--- config.mk ---
export PLATFORM = sky130hd
export DESIGN_NAME = inverter_mode_supervisor_flat
export DESIGN_NICKNAME = d
export VERILOG_FILES = /design/src/rtl/ims_pkg.sv /design/src/rtl/ims_if.sv /design/src/rtl/inverter_mode_supervisor.sv /design/src/rtl/ims_step.sv /design/src/flat_wrapper.sv
export SDC_FILE = /design/constraint.sdc
export NUM_CORES = 1
export LEC_CHECK = 0
export BUFFER_PORTS_ARGS = -buffer_cell sky130_fd_sc_hd__clkbuf_2
export CORE_ASPECT_RATIO = 0.9
export CORE_UTILIZATION = 63
export CTS_CLUSTER_SIZE = 30
export DETAILED_ROUTE_END_ITERATION = 8
export PLACE_DENSITY_LB_ADDON = 0.15
export SYNTH_ARGS = -nofsm -noshare
export SYNTH_HDL_FRONTEND = slang
export SYNTH_SLANG_ARGS = --single-unit
export TNS_END_PERCENT = 30
--- constraint.sdc ---
create_clock -name clk -period 4 [get_ports clk]
set_clock_uncertainty 0.1 [all_clocks]
set_input_delay 0.4 -clock clk [delete_from_list [all_inputs] [get_ports clk]]
set_output_delay 0.4 -clock clk [all_outputs]
set_load 0.03 [all_outputs]
--- src/rtl/ims_pkg.sv ---
package ims_pkg;

    localparam int unsigned REG_WIDTH   = 16;
    localparam int unsigned INDEX_WIDTH = 2;
    localparam int unsigned LED_COUNT   = 4;

    localparam logic [REG_WIDTH-1:0] HOLD_RESET = 16'd500;

    typedef enum logic [INDEX_WIDTH-1:0] {
        REG_OFF_DELAY  = 2'd0,
        REG_ARM_HOLD   = 2'd1,
        REG_CLEAR_HOLD = 2'd2
    } reg_index_t;

    typedef enum logic [1:0] {
        MODE_ALL_OFF = 2'd0,
        MODE_WAIT    = 2'd1,
        MODE_RUN     = 2'd2,
        MODE_ERROR   = 2'd3
    } mode_t;

    // LED bit positions inside the held LED vector
    localparam int unsigned LED_ONE   = 0;
    localparam int unsigned LED_TWO   = 1;
    localparam int unsigned LED_THREE = 2;
    localparam int unsigned LED_FOUR  = 3;

    typedef struct packed {
        logic [REG_WIDTH-1:0] off_delay_ticks;
        logic [REG_WIDTH-1:0] arm_hold_ticks;
        logic [REG_WIDTH-1:0] clear_hold_ticks;
    } cfg_t;

    typedef struct packed {
        mode_t                mode;
        logic                 fault_latched;
        logic                 pwm_on;
        logic [LED_COUNT-1:0] leds;
    } ctrl_t;

endpackage

--- src/rtl/ims_if.sv ---
interface ims_in_if;
    logic valid;
    logic ready;
    logic run_switch;
    logic reset_switch;
    logic fault_event;

    modport source (output valid, output run_switch, output reset_switch,
                    output fault_event, input ready);
    modport sink   (input valid, input run_switch, input reset_switch,
                    input fault_event, output ready);
endinterface

interface ims_out_if;
    logic       valid;
    logic       ready;
    logic [1:0] mode;
    logic       pwm_enable;
    logic       led_one;
    logic       led_two;
    logic       led_three;
    logic       led_four;

    modport source (output valid, output mode, output pwm_enable, output led_one,
                    output led_two, output led_three, output led_four, input ready);
    modport sink   (input valid, input mode, input pwm_enable, input led_one,
                    input led_two, input led_three, input led_four, output ready);
endinterface

--- src/rtl/inverter_mode_supervisor.sv ---
// A result is registered: it is valid in the cycle after its tick request is accepted.
// Throughput: one tick per cycle while the output is not stalled; the mode and counter update is combinational.
// A new request is taken in the same cycle the pending result is taken.
// Reset clears mode (all-off), fault latch, counters, PWM enable and LEDs,
// and loads all three hold registers with 500.
module inverter_mode_supervisor #(
    parameter int unsigned COUNT_WIDTH = 16
) (
    input  logic                              clk,
    input  logic                              rst_n,
    input  logic                              cfg_we,
    input  logic [ims_pkg::INDEX_WIDTH-1:0]   cfg_index,
    input  logic [ims_pkg::REG_WIDTH-1:0]     cfg_data,
    ims_in_if.sink                            in_ch,
    ims_out_if.source                         out_ch
);

    ims_pkg::cfg_t          cfg_reg;
    ims_pkg::ctrl_t         ctrl_reg, ctrl_next;
    logic [COUNT_WIDTH-1:0] off_cnt_reg, off_cnt_next;
    logic [COUNT_WIDTH-1:0] arm_cnt_reg, arm_cnt_next;
    logic [COUNT_WIDTH-1:0] clear_cnt_reg, clear_cnt_next;
    logic                   out_valid_reg;
    logic                   in_take;

    assign in_ch.ready = !out_valid_reg || out_ch.ready;
    assign in_take     = in_ch.valid && in_ch.ready;

    always_ff @(posedge clk or negedge rst_n)
    begin
        if (!rst_n)
        begin
            cfg_reg.off_delay_ticks  <= ims_pkg::HOLD_RESET;
            cfg_reg.arm_hold_ticks   <= ims_pkg::HOLD_RESET;
            cfg_reg.clear_hold_ticks <= ims_pkg::HOLD_RESET;
        end
        else if (cfg_we)
        begin
            unique case (cfg_index)
                ims_pkg::REG_OFF_DELAY:  cfg_reg.off_delay_ticks  <= cfg_data;
                ims_pkg::REG_ARM_HOLD:   cfg_reg.arm_hold_ticks   <= cfg_data;
                ims_pkg::REG_CLEAR_HOLD: cfg_reg.clear_hold_ticks <= cfg_data;
                default:                 cfg_reg                  <= cfg_reg;
            endcase
        end
    end

    ims_step #(
        .COUNT_WIDTH (COUNT_WIDTH)
    ) u_step (
        .cfg            (cfg_reg),
        .ctrl           (ctrl_reg),
        .off_cnt        (off_cnt_reg),
        .arm_cnt        (arm_cnt_reg),
        .clear_cnt      (clear_cnt_reg),
        .run_switch     (in_ch.run_switch),
        .reset_switch   (in_ch.reset_switch),
        .fault_event    (in_ch.fault_event),
        .ctrl_next      (ctrl_next),
        .off_cnt_next   (off_cnt_next),
        .arm_cnt_next   (arm_cnt_next),
        .clear_cnt_next (clear_cnt_next)
    );

    // state doubles as the result register: it only moves on an accepted tick
    always_ff @(posedge clk or negedge rst_n)
    begin
        if (!rst_n)
        begin
            ctrl_reg.mode          <= ims_pkg::MODE_ALL_OFF;
            ctrl_reg.fault_latched <= 1'b0;
            ctrl_reg.pwm_on        <= 1'b0;
            ctrl_reg.leds          <= '0;
            off_cnt_reg            <= '0;
            arm_cnt_reg            <= '0;
            clear_cnt_reg          <= '0;
            out_valid_reg          <= 1'b0;
        end
        else
        begin
            if (in_take)
            begin
                ctrl_reg      <= ctrl_next;
                off_cnt_reg   <= off_cnt_next;
                arm_cnt_reg   <= arm_cnt_next;
                clear_cnt_reg <= clear_cnt_next;
                out_valid_reg <= 1'b1;
            end
            else if (out_ch.ready)
            begin
                out_valid_reg <= 1'b0;
            end
        end
    end

    assign out_ch.valid      = out_valid_reg;
    assign out_ch.mode       = ctrl_reg.mode;
    assign out_ch.pwm_enable = ctrl_reg.pwm_on;
    assign out_ch.led_one    = ctrl_reg.leds[ims_pkg::LED_ONE];
    assign out_ch.led_two    = ctrl_reg.leds[ims_pkg::LED_TWO];
    assign out_ch.led_three  = ctrl_reg.leds[ims_pkg::LED_THREE];
    assign out_ch.led_four   = ctrl_reg.leds[ims_pkg::LED_FOUR];

    a_pwm_only_in_run: assert property (@(posedge clk) disable iff (!rst_n)
        ctrl_reg.pwm_on |-> (ctrl_reg.mode == ims_pkg::MODE_RUN))
        else $error("PWM enabled outside run mode");

    a_no_fault_in_all_off: assert property (@(posedge clk) disable iff (!rst_n)
        (ctrl_reg.mode == ims_pkg::MODE_ALL_OFF) |-> !ctrl_reg.fault_latched)
        else $error("fault latch set in all-off mode");

    a_led_two_tracks_mode: assert property (@(posedge clk) disable iff (!rst_n)
        out_valid_reg |-> (ctrl_reg.leds[ims_pkg::LED_TWO] ==
            ((ctrl_reg.mode == ims_pkg::MODE_ALL_OFF) ||
             (ctrl_reg.mode == ims_pkg::MODE_RUN))))
        else $error("LED two does not match mode");

    a_stalled_result_holds: assert property (@(posedge clk) disable iff (!rst_n)
        (out_valid_reg && !out_ch.ready) |=> (out_valid_reg && $stable(ctrl_reg)))
        else $error("pending result changed while stalled");

endmodule

--- src/rtl/ims_step.sv ---
module ims_step #(
    parameter int unsigned COUNT_WIDTH = 16
) (
    input  ims_pkg::cfg_t           cfg,
    input  ims_pkg::ctrl_t          ctrl,
    input  logic [COUNT_WIDTH-1:0]  off_cnt,
    input  logic [COUNT_WIDTH-1:0]  arm_cnt,
    input  logic [COUNT_WIDTH-1:0]  clear_cnt,
    input  logic                    run_switch,
    input  logic                    reset_switch,
    input  logic                    fault_event,
    output ims_pkg::ctrl_t          ctrl_next,
    output logic [COUNT_WIDTH-1:0]  off_cnt_next,
    output logic [COUNT_WIDTH-1:0]  arm_cnt_next,
    output logic [COUNT_WIDTH-1:0]  clear_cnt_next
);

    localparam int unsigned CW = (COUNT_WIDTH > ims_pkg::REG_WIDTH) ?
                                 COUNT_WIDTH : ims_pkg::REG_WIDTH;

    localparam logic [COUNT_WIDTH-1:0] CNT_MAX = {COUNT_WIDTH{1'b1}};

    logic [CW-1:0]          off_ext, arm_ext, clear_ext;
    logic [CW-1:0]          off_lim, arm_lim, clear_lim;
    logic [COUNT_WIDTH-1:0] off_inc, arm_inc, clear_inc;
    logic [CW-1:0]          arm_inc_ext, clear_inc_ext;
    logic                   fault_now;
    logic [ims_pkg::LED_COUNT-1:0] leds;

    assign off_ext   = CW'(off_cnt);
    assign arm_ext   = CW'(arm_cnt);
    assign clear_ext = CW'(clear_cnt);
    assign off_lim   = CW'(cfg.off_delay_ticks);
    assign arm_lim   = CW'(cfg.arm_hold_ticks);
    assign clear_lim = CW'(cfg.clear_hold_ticks);

    // saturating increments
    assign off_inc   = (off_cnt == CNT_MAX)   ? off_cnt   : off_cnt + 1'b1;
    assign arm_inc   = (arm_cnt == CNT_MAX)   ? arm_cnt   : arm_cnt + 1'b1;
    assign clear_inc = (clear_cnt == CNT_MAX) ? clear_cnt : clear_cnt + 1'b1;
    assign arm_inc_ext   = CW'(arm_inc);
    assign clear_inc_ext = CW'(clear_inc);

    assign fault_now = ctrl.fault_latched | fault_event;

    always_comb
    begin
        ctrl_next               = ctrl;
        ctrl_next.fault_latched = fault_now;
        off_cnt_next            = off_cnt;
        arm_cnt_next            = arm_cnt;
        clear_cnt_next          = clear_cnt;

        unique case (ctrl.mode)
            ims_pkg::MODE_ALL_OFF:
            begin
                // a fault seen here is dropped
                ctrl_next.pwm_on        = 1'b0;
                ctrl_next.fault_latched = 1'b0;
                if (off_ext >= off_lim)
                begin
                    ctrl_next.mode = ims_pkg::MODE_WAIT;
                    off_cnt_next   = '0;
                end
                else
                begin
                    off_cnt_next = off_inc;
                end
            end
            ims_pkg::MODE_WAIT:
            begin
                priority if (fault_now)
                begin
                    ctrl_next.pwm_on = 1'b0;
                    ctrl_next.mode   = ims_pkg::MODE_ERROR;
                end
                else if (run_switch && (arm_ext >= arm_lim))
                begin
                    arm_cnt_next     = '0;
                    ctrl_next.pwm_on = 1'b1;
                    ctrl_next.mode   = ims_pkg::MODE_RUN;
                end
                else if (!run_switch)
                begin
                    // clamp to the hold value; it fits since it is below the increment
                    arm_cnt_next = (arm_inc_ext >= arm_lim) ? arm_lim[COUNT_WIDTH-1:0]
                                                            : arm_inc;
                end
                else
                begin
                    arm_cnt_next = '0;
                end
            end
            ims_pkg::MODE_RUN:
            begin
                priority if (fault_now)
                begin
                    ctrl_next.pwm_on = 1'b0;
                    ctrl_next.mode   = ims_pkg::MODE_ERROR;
                end
                else if (!run_switch)
                begin
                    ctrl_next.pwm_on = 1'b0;
                    ctrl_next.mode   = ims_pkg::MODE_WAIT;
                end
                else
                begin
                    ctrl_next.pwm_on = ctrl.pwm_on;
                end
            end
            ims_pkg::MODE_ERROR:
            begin
                priority if (reset_switch && (clear_ext >= clear_lim))
                begin
                    clear_cnt_next          = '0;
                    ctrl_next.fault_latched = 1'b0;
                    ctrl_next.mode          = ims_pkg::MODE_ALL_OFF;
                end
                else if (!reset_switch)
                begin
                    clear_cnt_next = (clear_inc_ext >= clear_lim) ?
                                     clear_lim[COUNT_WIDTH-1:0] : clear_inc;
                end
                else
                begin
                    clear_cnt_next = clear_cnt;
                end
            end
            default:
            begin
                ctrl_next.mode = ctrl.mode;
            end
        endcase

        // LEDs follow the new mode, some bits hold
        leds = ctrl.leds;
        unique case (ctrl_next.mode)
            ims_pkg::MODE_ALL_OFF:
            begin
                leds[ims_pkg::LED_ONE]   = 1'b1;
                leds[ims_pkg::LED_TWO]   = 1'b1;
                leds[ims_pkg::LED_THREE] = 1'b1;
                leds[ims_pkg::LED_FOUR]  = 1'b0;
            end
            ims_pkg::MODE_WAIT:
            begin
                leds[ims_pkg::LED_TWO]   = 1'b0;
                leds[ims_pkg::LED_THREE] = 1'b0;
                leds[ims_pkg::LED_FOUR]  = 1'b0;
            end
            ims_pkg::MODE_RUN:
            begin
                leds[ims_pkg::LED_TWO]   = 1'b1;
                leds[ims_pkg::LED_THREE] = 1'b0;
            end
            ims_pkg::MODE_ERROR:
            begin
                leds[ims_pkg::LED_TWO]   = 1'b0;
                leds[ims_pkg::LED_FOUR]  = 1'b1;
            end
            default:
            begin
                leds = ctrl.leds;
            end
        endcase
        ctrl_next.leds = leds;
    end

endmodule
--- src/flat_wrapper.sv ---
// flat-port wrapper written by rule: the top's interface ports become plain ports
module inverter_mode_supervisor_flat 
#(
    parameter int unsigned COUNT_WIDTH = 16
)
  (clk, rst_n, cfg_we, cfg_index, cfg_data, in_ch_valid, in_ch_run_switch, in_ch_reset_switch, in_ch_fault_event, in_ch_ready, out_ch_valid, out_ch_mode, out_ch_pwm_enable, out_ch_led_one, out_ch_led_two, out_ch_led_three, out_ch_led_four, out_ch_ready);
  ims_in_if in_ch_i ();
  ims_out_if out_ch_i ();
  input  logic clk;
  input  logic rst_n;
  input  logic cfg_we;
  input  logic [ims_pkg::INDEX_WIDTH-1:0] cfg_index;
  input  logic [ims_pkg::REG_WIDTH-1:0] cfg_data;
  input wire logic [$bits(in_ch_i.valid)-1:0] in_ch_valid;
  input wire logic [$bits(in_ch_i.run_switch)-1:0] in_ch_run_switch;
  input wire logic [$bits(in_ch_i.reset_switch)-1:0] in_ch_reset_switch;
  input wire logic [$bits(in_ch_i.fault_event)-1:0] in_ch_fault_event;
  output wire logic [$bits(in_ch_i.ready)-1:0] in_ch_ready;
  output wire logic [$bits(out_ch_i.valid)-1:0] out_ch_valid;
  output wire logic [$bits(out_ch_i.mode)-1:0] out_ch_mode;
  output wire logic [$bits(out_ch_i.pwm_enable)-1:0] out_ch_pwm_enable;
  output wire logic [$bits(out_ch_i.led_one)-1:0] out_ch_led_one;
  output wire logic [$bits(out_ch_i.led_two)-1:0] out_ch_led_two;
  output wire logic [$bits(out_ch_i.led_three)-1:0] out_ch_led_three;
  output wire logic [$bits(out_ch_i.led_four)-1:0] out_ch_led_four;
  input wire logic [$bits(out_ch_i.ready)-1:0] out_ch_ready;
  assign in_ch_i.valid = in_ch_valid;
  assign in_ch_i.run_switch = in_ch_run_switch;
  assign in_ch_i.reset_switch = in_ch_reset_switch;
  assign in_ch_i.fault_event = in_ch_fault_event;
  assign in_ch_ready = in_ch_i.ready;
  assign out_ch_valid = out_ch_i.valid;
  assign out_ch_mode = out_ch_i.mode;
  assign out_ch_pwm_enable = out_ch_i.pwm_enable;
  assign out_ch_led_one = out_ch_i.led_one;
  assign out_ch_led_two = out_ch_i.led_two;
  assign out_ch_led_three = out_ch_i.led_three;
  assign out_ch_led_four = out_ch_i.led_four;
  assign out_ch_i.ready = out_ch_ready;
  inverter_mode_supervisor #(.COUNT_WIDTH(COUNT_WIDTH)) u_core (.clk(clk), .rst_n(rst_n), .cfg_we(cfg_we), .cfg_index(cfg_index), .cfg_data(cfg_data), .in_ch(in_ch_i), .out_ch(out_ch_i));
endmodule
==> Word-level counts from Yosys, hierarchy flattened <==
Index checks and enable logic that the tools add are counted.
W data, S select, Z words.
{ "totals": {"ff_bits": 105, "out_inout_bits": 9, "inputBits": 26, "wordCells": 93} }
{ "op_classes": {"eq_ne": 15, "order_cmp": 5, "mux": 28, "n_addsub": 3, "n_bitwise": 2, "n_reduce_logical": 26} }
{ "ops": {"columns": ["op", "n"], "rows": [
  ["$mux W16", 10],
  ["$ge A16 B16 Y1", 5],
  ["$add A16 B1 Y16 const B", 3],
  ["$eq A16 B16 Y1 const B", 3],
  ["$reduce_and A2 Y1", 6],
  ["$eq A2 B2 Y1 const B", 5],
  ["$mux W2", 5],
  ["$reduce_and A3 Y1", 3],
  ["$pmux W1 S2", 4],
  ["$pmux W2 S4", 1],
  ["$reduce_or A2 Y1", 4],
  ["$eq A2 B1 Y1 const B", 3],
  ["$logic_not A2 Y1", 3],
  ["$mux W1", 6],
  ["$ne A3 B3 Y1 const B", 2],
  ["$reduce_bool A2 Y1", 3],
  ["$ne A2 B1 Y1 const B", 2],
  ["$reduce_and A4 Y1", 1],
  ["$logic_and A1 B1 Y1", 3],
  ["$mux W3", 1],
  ["$pmux W1 S3", 1],
  ["$reduce_bool A3 Y1", 1],
  ["$logic_not A1 Y1", 1],
  ["$logic_or A1 B1 Y1", 1],
  ["other kinds (2)", 2]
]} }

==> Depth between registers and ports, before layout <==
Gate-level depths: netlist of the first run.
{ "depth": {"depth_word": 9, "ltp_mapped": 17, "ltp_nobuf": 14} }

==> Modules after synthesis <==
Synthesis of the first run repeated with hierarchy kept, for this count alone.
{ "unflattened": {"hier_cells": 819, "area_unflattened_um2": 8056.5} }
{ "by_module_without_submodules": {"columns": ["module", "instances", "area_per_inst_um2", "cells_each", "seq_area_each_um2"], "rows": [
  ["ims_step", 1, 4072.7, 593, 0.0],
  ["inverter_mode_supervisor", 1, 3983.8, 226, 2650.0]
]} }

==> Least setup slack after synthesis of the first run <==
OpenSTA, ideal clock, no wires.
{ "synth_timing": {"path_type": "reg2reg", "from": "register u_core.clear_cnt_reg[0]", "to": "register u_core.clear_cnt_reg[6]", "stages_incl_launch_ff": 17, "setup_ps": 138, "path_buffers": 3, "required_ps": 3762, "synth_period_minus_slack_ps": 3382, "t_arrival_ps": 3144, "setup_slack_ps": 618, "path_cell_list": "dfrtp_1 ha_1 nand3_1 nor3_4 nand2_1 buf_2 nand3_1 xnor2_1 ha_1 a2111o_1 a31oi_1 o21ai_1 a211o_1 buf_6 buf_6 a21oi_1 o22ai_1"} }
{ "synth_via": {"elab_chain_len": 6, "elab_cells_between_ends": 11, "classes_between": "add/sub: 1; order compare: 2; eq/ne: 2; mux: 4; reduce/logical: 2"} }
{ "synth_lines": {"columns": ["item", "line", "text"], "rows": [
  ["from (decl)", "inverter_mode_supervisor.sv:22", "logic [COUNT_WIDTH-1:0] clear_cnt_reg, clear_cnt_next;"],
  ["from (signal assigned)", "inverter_mode_supervisor.sv:86", "clear_cnt_reg <= clear_cnt_next;"],
  ["$add A16 B1 Y16 or $eq A16 B16 Y1 (tied branches)", "ims_step.sv:40", "assign clear_inc = (clear_cnt == CNT_MAX) ? clear_cnt : clear_cnt + 1'b1;"],
  ["$mux W16", "ims_step.sv:40", null],
  ["$ge A16 B16 Y1", "ims_step.sv:121", "clear_cnt_next = (clear_inc_ext >= clear_lim) ?"],
  ["$mux W16", "ims_step.sv:121", null],
  ["$mux W16", "ims_step.sv:119", "else if (!reset_switch)"],
  ["$mux W16", "ims_step.sv:113", "priority if (reset_switch && (clear_ext >= clear_lim))"]
]} }
Several ways; a longest one is shown, not always the timed one. The select of a mux whose other input is x is not followed.
A chain may end at the register's enable or synchronous reset.

==> Worst setup path in the final report of the first run <==
{ "layout_timing": {"from": "register u_core.clear_cnt_reg[0]", "to": "register u_core.clear_cnt_reg[0]"} }
The elaborated chain is that of the path after synthesis.

==> impl_metrics.env, run 1 <==
export IMPL_status="finished clean"
export IMPL_p_leak_nw=3.89
export IMPL_powerDensity_nw_per_um2=521
export IMPL_die_area_um2=12100
export IMPL_dp_worst_setup_slack_ps=339
export IMPL_totalPowerFinal_mw=4.17
export IMPL_grt_pass1_vias=5737
export IMPL_setup_tns_ps=0
export IMPL_hp_class="primary input to async pin"
export IMPL_overflow=0
export IMPL_ir_worst_vdd_mv=0.365
export IMPL_max_cap_violations=0
export IMPL_rsz0062_at_grt="false"
export IMPL_synth_edff_count=0
export IMPL_syn_to_final_growth_pct=8.95
export IMPL_cp_end_kind="flip-flop"
export IMPL_core_area_um2=11400
export IMPL_rows=37
export IMPL_syn_area_um2=7350
export IMPL_synthDistinctLibCells=56
export IMPL_fin_hold_ws_ps=9.86
export IMPL_synth_top_area_share=0.296
export IMPL_largest_register_ffs=48
export IMPL_setup_viol=0
export IMPL_cts_root_buf="clkbuf_16"
export IMPL_antennaDiodeCount=0
export IMPL_critPathLaunchType="flip-flop"
export IMPL_antenna_found_initial=0
export IMPL_cts_hold_buf=0
export IMPL_synth_flop_cell="dfrtp_1"
export IMPL_cts_buffers_inserted=9
export IMPL_fin_crit_ps=3730
export IMPL_worst_pin_slew_ps=955
export IMPL_gp_congestion=0.920
export IMPL_grt_max_degree=59
export IMPL_hpwl_mm=13.5
export IMPL_relSlewSlack=0.361
export IMPL_critical_path_arrival_ps=3890
export IMPL_final_layout_size_suffix_gt1_frac=0.150
export IMPL_h_tree_depth=3
export IMPL_track_usage=0.308
export IMPL_cts_tree="built"
export IMPL_layout_common_cells="93 x ha_1, 87 x dfrtp_1, 83 x nand2_1, 66 x inv_1, 56 x a21oi_1"
export IMPL_firstDrtPassIters=5
export IMPL_routedWlPerCell_um=17.8
export IMPL_drt_iter0_markers=571
export IMPL_cts_resized=0
export IMPL_clk_latency_ps=350
export IMPL_clk_pin_slew_ps=70
export IMPL_stdcell_area_um2=8010
export IMPL_ys_ff_latch=105
export IMPL_post_cts_setup_buffers=0
export IMPL_vias_per_cell=6.18
export IMPL_fp_dieW_um=116
export IMPL_clock_sinks=105
export IMPL_start_util=0.646
export IMPL_ys_async_sr_fraction=1.00
export IMPL_portBuffers=34
export IMPL_postSynthCellCount=793
export IMPL_seq_area_frac_synth=0.360
export IMPL_postRouteWirelength_mm=17.6
export IMPL_grt_first_pass_wirelength_mm=28.9
export IMPL_fin_nets=947
export IMPL_antenna_left=0
export IMPL_die_height_um=104
export IMPL_final_common_cell="ha_1"
export IMPL_ios=35
export IMPL_finalCritPeriodShare=0.933
export IMPL_finalHoldViolations=0
export IMPL_worst_slack_ps=267
export IMPL_max_freq_mhz=268
export IMPL_critical_path_peak_fanout=15
export IMPL_syn_avg_cell_area_um2=9.27
export IMPL_worst_ep_required_time_ps=4160
export IMPL_synth_warnings=0
export IMPL_synth_top_cells_by_area="dfrtp_1 30%, ha_1 16%, dfstp_2 6.4%"
export IMPL_vias=6113
export IMPL_clock_path_buffers=2
export IMPL_crit_type="flip-flop to flip-flop"
export IMPL_synth_largest_area_cell="dfrtp_1"
export IMPL_place_area_um2=7690
export IMPL_synthesis_nets=912
export IMPL_drv_slew=0
export IMPL_route_detailed_drc=0
[cells in the mapped netlist (all sizes together) (2+ instances only)]
library cell / instances
a2111oi: 2
a211o: 3
a211oi: 8
a21o: 9
a21oi: 57
a31oi: 6
and2: 2
and3: 12
and4: 6
buf: 11
clkbuf: 10
dfrtp: 87
dfstp: 18
ha: 93
inv: 66
mux2: 41
mux2i: 23
nand2: 84
nand2b: 8
nand3: 30
nand3b: 3
nand4: 21
nor2: 36
nor2b: 5
nor3: 11
nor3b: 2
o211a: 2
o211ai: 5
o21a: 4
o21ai: 70
o22ai: 10
o31ai: 2
or2: 3
or3: 7
xnor2: 22
xor2: 4
[final cells by class]
| class | instances | area (um2) |
|---|---|---|
| clock buffers | 11 | 233 |
| clock inverters | 5 | 86.3 |
| fillers | 905 | 3380 |
| inverters | 66 | 248 |
| multi-input cells | 601 | 4340 |
| flip-flops and latches | 105 | 2650 |
| well taps | 156 | 195 |
| repair buffers | 45 | 255 |
[per-stage QoR]
| step | instances | util |
|---|---|---|
| after global routing | 989 | 0.703 |
| after floorplan | 793 | - |
| after CTS | 989 | 0.703 |
| after detailed placement | 973 | 0.675 |
| final | 989 | 0.703 |
| after global placement | 973 | 0.675 |
[logic make-up after synthesis]
family	Yosys count	share of synthesized area
adder cells (fa/ha/maj)	94	0.160
AO/OA/AOI/OAI	185	0.147
flip-flops	105	0.360
XOR/XNOR	26	0.0310
buffers and inverters	87	0.0500
AND/OR/NAND/NOR	232	0.158
multiplexers	64	0.0941
[power by group]
| group | total (mW) | internal [mW] | switching, mW |
|---|---|---|---|
| Combinational | 1.66 | 0.701 | 0.961 |
| Sequential | 1.56 | 1.30 | 0.259 |
| Clock | 0.955 | 0.556 | 0.399 |
[final timing paths]
path | depth (start not counted) | start | end | slack (ps)
min in group clk | 2 | in_ch_valid | u_core.out_ch.valid | 170
hold / removal | 1 | rst_n | u_core.clear_cnt_reg[14] | 10
max in group asynchronous | 2 | rst_n | u_core.cfg_reg[23] | 2880
setup / recovery | 15 | u_core.clear_cnt_reg[0] | u_core.clear_cnt_reg[0] | 270
hold reg to reg | 1 | u_core.out_ch.led_one | u_core.out_ch.led_one | 370
setup reg to reg | 15 | u_core.clear_cnt_reg[0] | u_core.clear_cnt_reg[0] | 270
[critical path: stages (launching register included)]
cell and delay (ps):
dfrtp_1 450, ha_1 230, nand3_1 210, nor3_4 260, nand2_1 100, buf_4 190, nand2_1 150, xnor2_1 140
ha_1 270, a21o_1 180, a31oi_1 210, o21ai_1 120, a211o_1 460, nor2_2 290, a31oi_1 130, o22ai_1 170
[metal layers]
layer	routed length, um	part of all wire	GRT usage	vias up
li1	-	-	-	2907
met1	8450	0.48	0.463	2986
met5	0	0	0	-
met4	246	0.014	0.0760	0
met3	995	0.057	0.0460	21
met2	7910	0.45	0.465	199
Note: power is estimated with default switching activity, not from simulation.
==> inputs of run 2 (changes only) <==
Settings changed: CORE_ASPECT_RATIO 0.9 to 1.5.
==> run 2 against run 1 <==
Compared with the run above: sequential cell count stayed put; clock power is 3.9% lower; maximum frequency is 0.38% higher; design area is 0.34% lower; sequential power hardly changed; global-route usage is 0.50 points higher.
==> impl_metrics.env, run 2 (synthesis gave the netlist of run 1 again) <==
export IMPL_p_comb_frac=0.400
export IMPL_worst_ep_required_time_ps=4160
export IMPL_largest_register_ffs=48
export IMPL_ir_worst_vdd_mv=0.360
export IMPL_postRouteWirelength_mm=18.0
export IMPL_max_freq_mhz=269
export IMPL_hp_class="primary input to async pin"
export IMPL_layout_common_cells="93 x ha_1, 87 x dfrtp_1, 83 x nand2_1, 66 x inv_1, 56 x a21oi_1"
export IMPL_core_area_um2=11400
export IMPL_cp_end_kind="flip-flop"
export IMPL_rsz0062_at_grt="false"
export IMPL_cp_top_family="compound AO/OA/AOI/OAI gates"
export IMPL_routedWlPerCell_um=18.3
export IMPL_rows=48
export IMPL_p_int_mw=2.50
export IMPL_overflow=0
export IMPL_finalCritPeriodShare=0.930
export IMPL_post_cts_setup_buffers=0
export IMPL_p_switching_mw=1.66
export IMPL_cts_hold_buf=0
export IMPL_place_area_um2=7680
export IMPL_nFillCells=894
export IMPL_antenna_left=0
export IMPL_fin_nets=946
export IMPL_clk_pin_slew_ps=80
export IMPL_max_cap_violations=0
export IMPL_antenna_found_initial=0
export IMPL_die_height_um=134
export IMPL_final_common_cell="ha_1"
export IMPL_worst_pin_slew_ps=858
export IMPL_drt_iter0_markers=380
export IMPL_cpMaxStageDelayCell="dfrtp_1"
export IMPL_crit_chain="ha_1, nand3_1, nor3_4, nand2_1, nand3_1, xnor2_1, ha_1, a2111o_1, a31oi_1, o21ai_1, a211o_2, nor2_2, a31oi_1, o22ai_1"
export IMPL_syn_to_final_growth_pct=8.58
export IMPL_cts_tree="built"
export IMPL_p_leak_nw=3.88
export IMPL_clk_latency_ps=350
export IMPL_crit_type="flip-flop to flip-flop"
export IMPL_vias=6147
export IMPL_start_util=0.644
export IMPL_gp_congestion=0.945
export IMPL_seqPwrFrac=0.379
export IMPL_totalPowerFinal_mw=4.15
export IMPL_route_detailed_drc=0
export IMPL_antennaDiodeCount=0
export IMPL_final_layout_size_suffix_gt1_frac=0.151
export IMPL_p_sw_frac=0.399
export IMPL_portBuffers=34
export IMPL_clock_path_buffers=2
export IMPL_cts_buffers_inserted=9
export IMPL_relSlewSlack=0.427
export IMPL_clock_sinks=105
export IMPL_worst_path_buf_inv=0
export IMPL_critical_path_peak_fanout=16
export IMPL_finalHoldViolations=0
export IMPL_cp_slowest_stage_delay_ps=460
export IMPL_critPathLaunchType="flip-flop"
export IMPL_powerDensity_nw_per_um2=520
export IMPL_drv_slew=0
export IMPL_h_tree_depth=3
export IMPL_stdcell_area_um2=7980
export IMPL_hpwl_mm=13.7
export IMPL_firstDrtPassIters=5
export IMPL_track_usage=0.313
export IMPL_grt_first_pass_wirelength_mm=30.0
export IMPL_status="finished clean"
export IMPL_grt_pass1_vias=6307
export IMPL_vias_per_cell=6.26
export IMPL_cts_root_buf="clkbuf_16"
export IMPL_setup_viol=0
export IMPL_cts_resized=0
export IMPL_ios=35
export IMPL_share_clk_of_total_power=0.221
export IMPL_setup_tns_ps=0
export IMPL_fin_crit_ps=3720
export IMPL_fp_dieW_um=90.2
export IMPL_die_area_um2=12100
export IMPL_grt_max_degree=66
export IMPL_critical_path_arrival_ps=3880
## run 2: changes by cell type in the layout (fill, tap and decap cells not counted), sizes merged
cell and delta:
clkbuf -1, clkinv +3, buf -1, bufinv -1, inv -1
## run 2: final cells by class
type / count / area, um2 / area share
multi-input cells: 601 / 4350 / 0.544
flip-flops and latches: 105 / 2650 / 0.332
repair buffers: 44 / 248 / 0.0310
inverters: 66 / 248 / 0.0310
clock buffers: 10 / 229 / 0.0287
well taps: 150 / 188 / 0.0235
clock inverters: 6 / 76.3 / 0.00956
## run 2: worst paths after layout
kind / start / end / slack [ps] / cells after the start
setup / recovery: u_core.clear_cnt_reg[0] / u_core.clear_cnt_reg[0] / 280 / 14
hold / removal: rst_n / u_core.clear_cnt_reg[12] / 40 / 1
setup reg to reg: u_core.clear_cnt_reg[0] / u_core.clear_cnt_reg[0] / 280 / 14
hold reg to reg: u_core.out_ch.led_one / u_core.out_ch.led_one / 370 / 1
max in group asynchronous: rst_n / u_core.cfg_reg[21] / 2850 / 2
min in group clk: in_ch_valid / u_core.out_ch.valid / 160 / 2
## run 2: power by group through the flow
stage,registers (mW),logic (mW),clock network [mW]
floorplan,1.53,1.23,0
global placement,1.57,1.54,0
detailed placement,1.58,1.63,0
CTS,1.57,1.65,0.937
global route,1.60,1.88,0.970
finish,1.57,1.66,0.918
## run 2: per-stage QoR
step	std cells	util	setup WS, ps	hold slack [ps]
6_report	982	0.700	281	39.1
5_1_grt	982	0.700	16.6	114
4_1_cts	982	0.700	183	84.4
3_5_place_dp	966	0.673	228	349
3_3_place_gp	966	0.673	488	340
2_1_floorplan	793	-	618	4.41
## run 2: per-layer routing
| layer | up-vias | wire length (um) | global-route usage |
|---|---|---|---|
| met5 | - | 0 | 0 |
| met4 | 0 | 818 | 0.167 |
| met3 | 53 | 634 | 0.0368 |
| met2 | 185 | 9350 | 0.574 |
| met1 | 2990 | 7180 | 0.355 |
| li1 | 2919 | - | - |
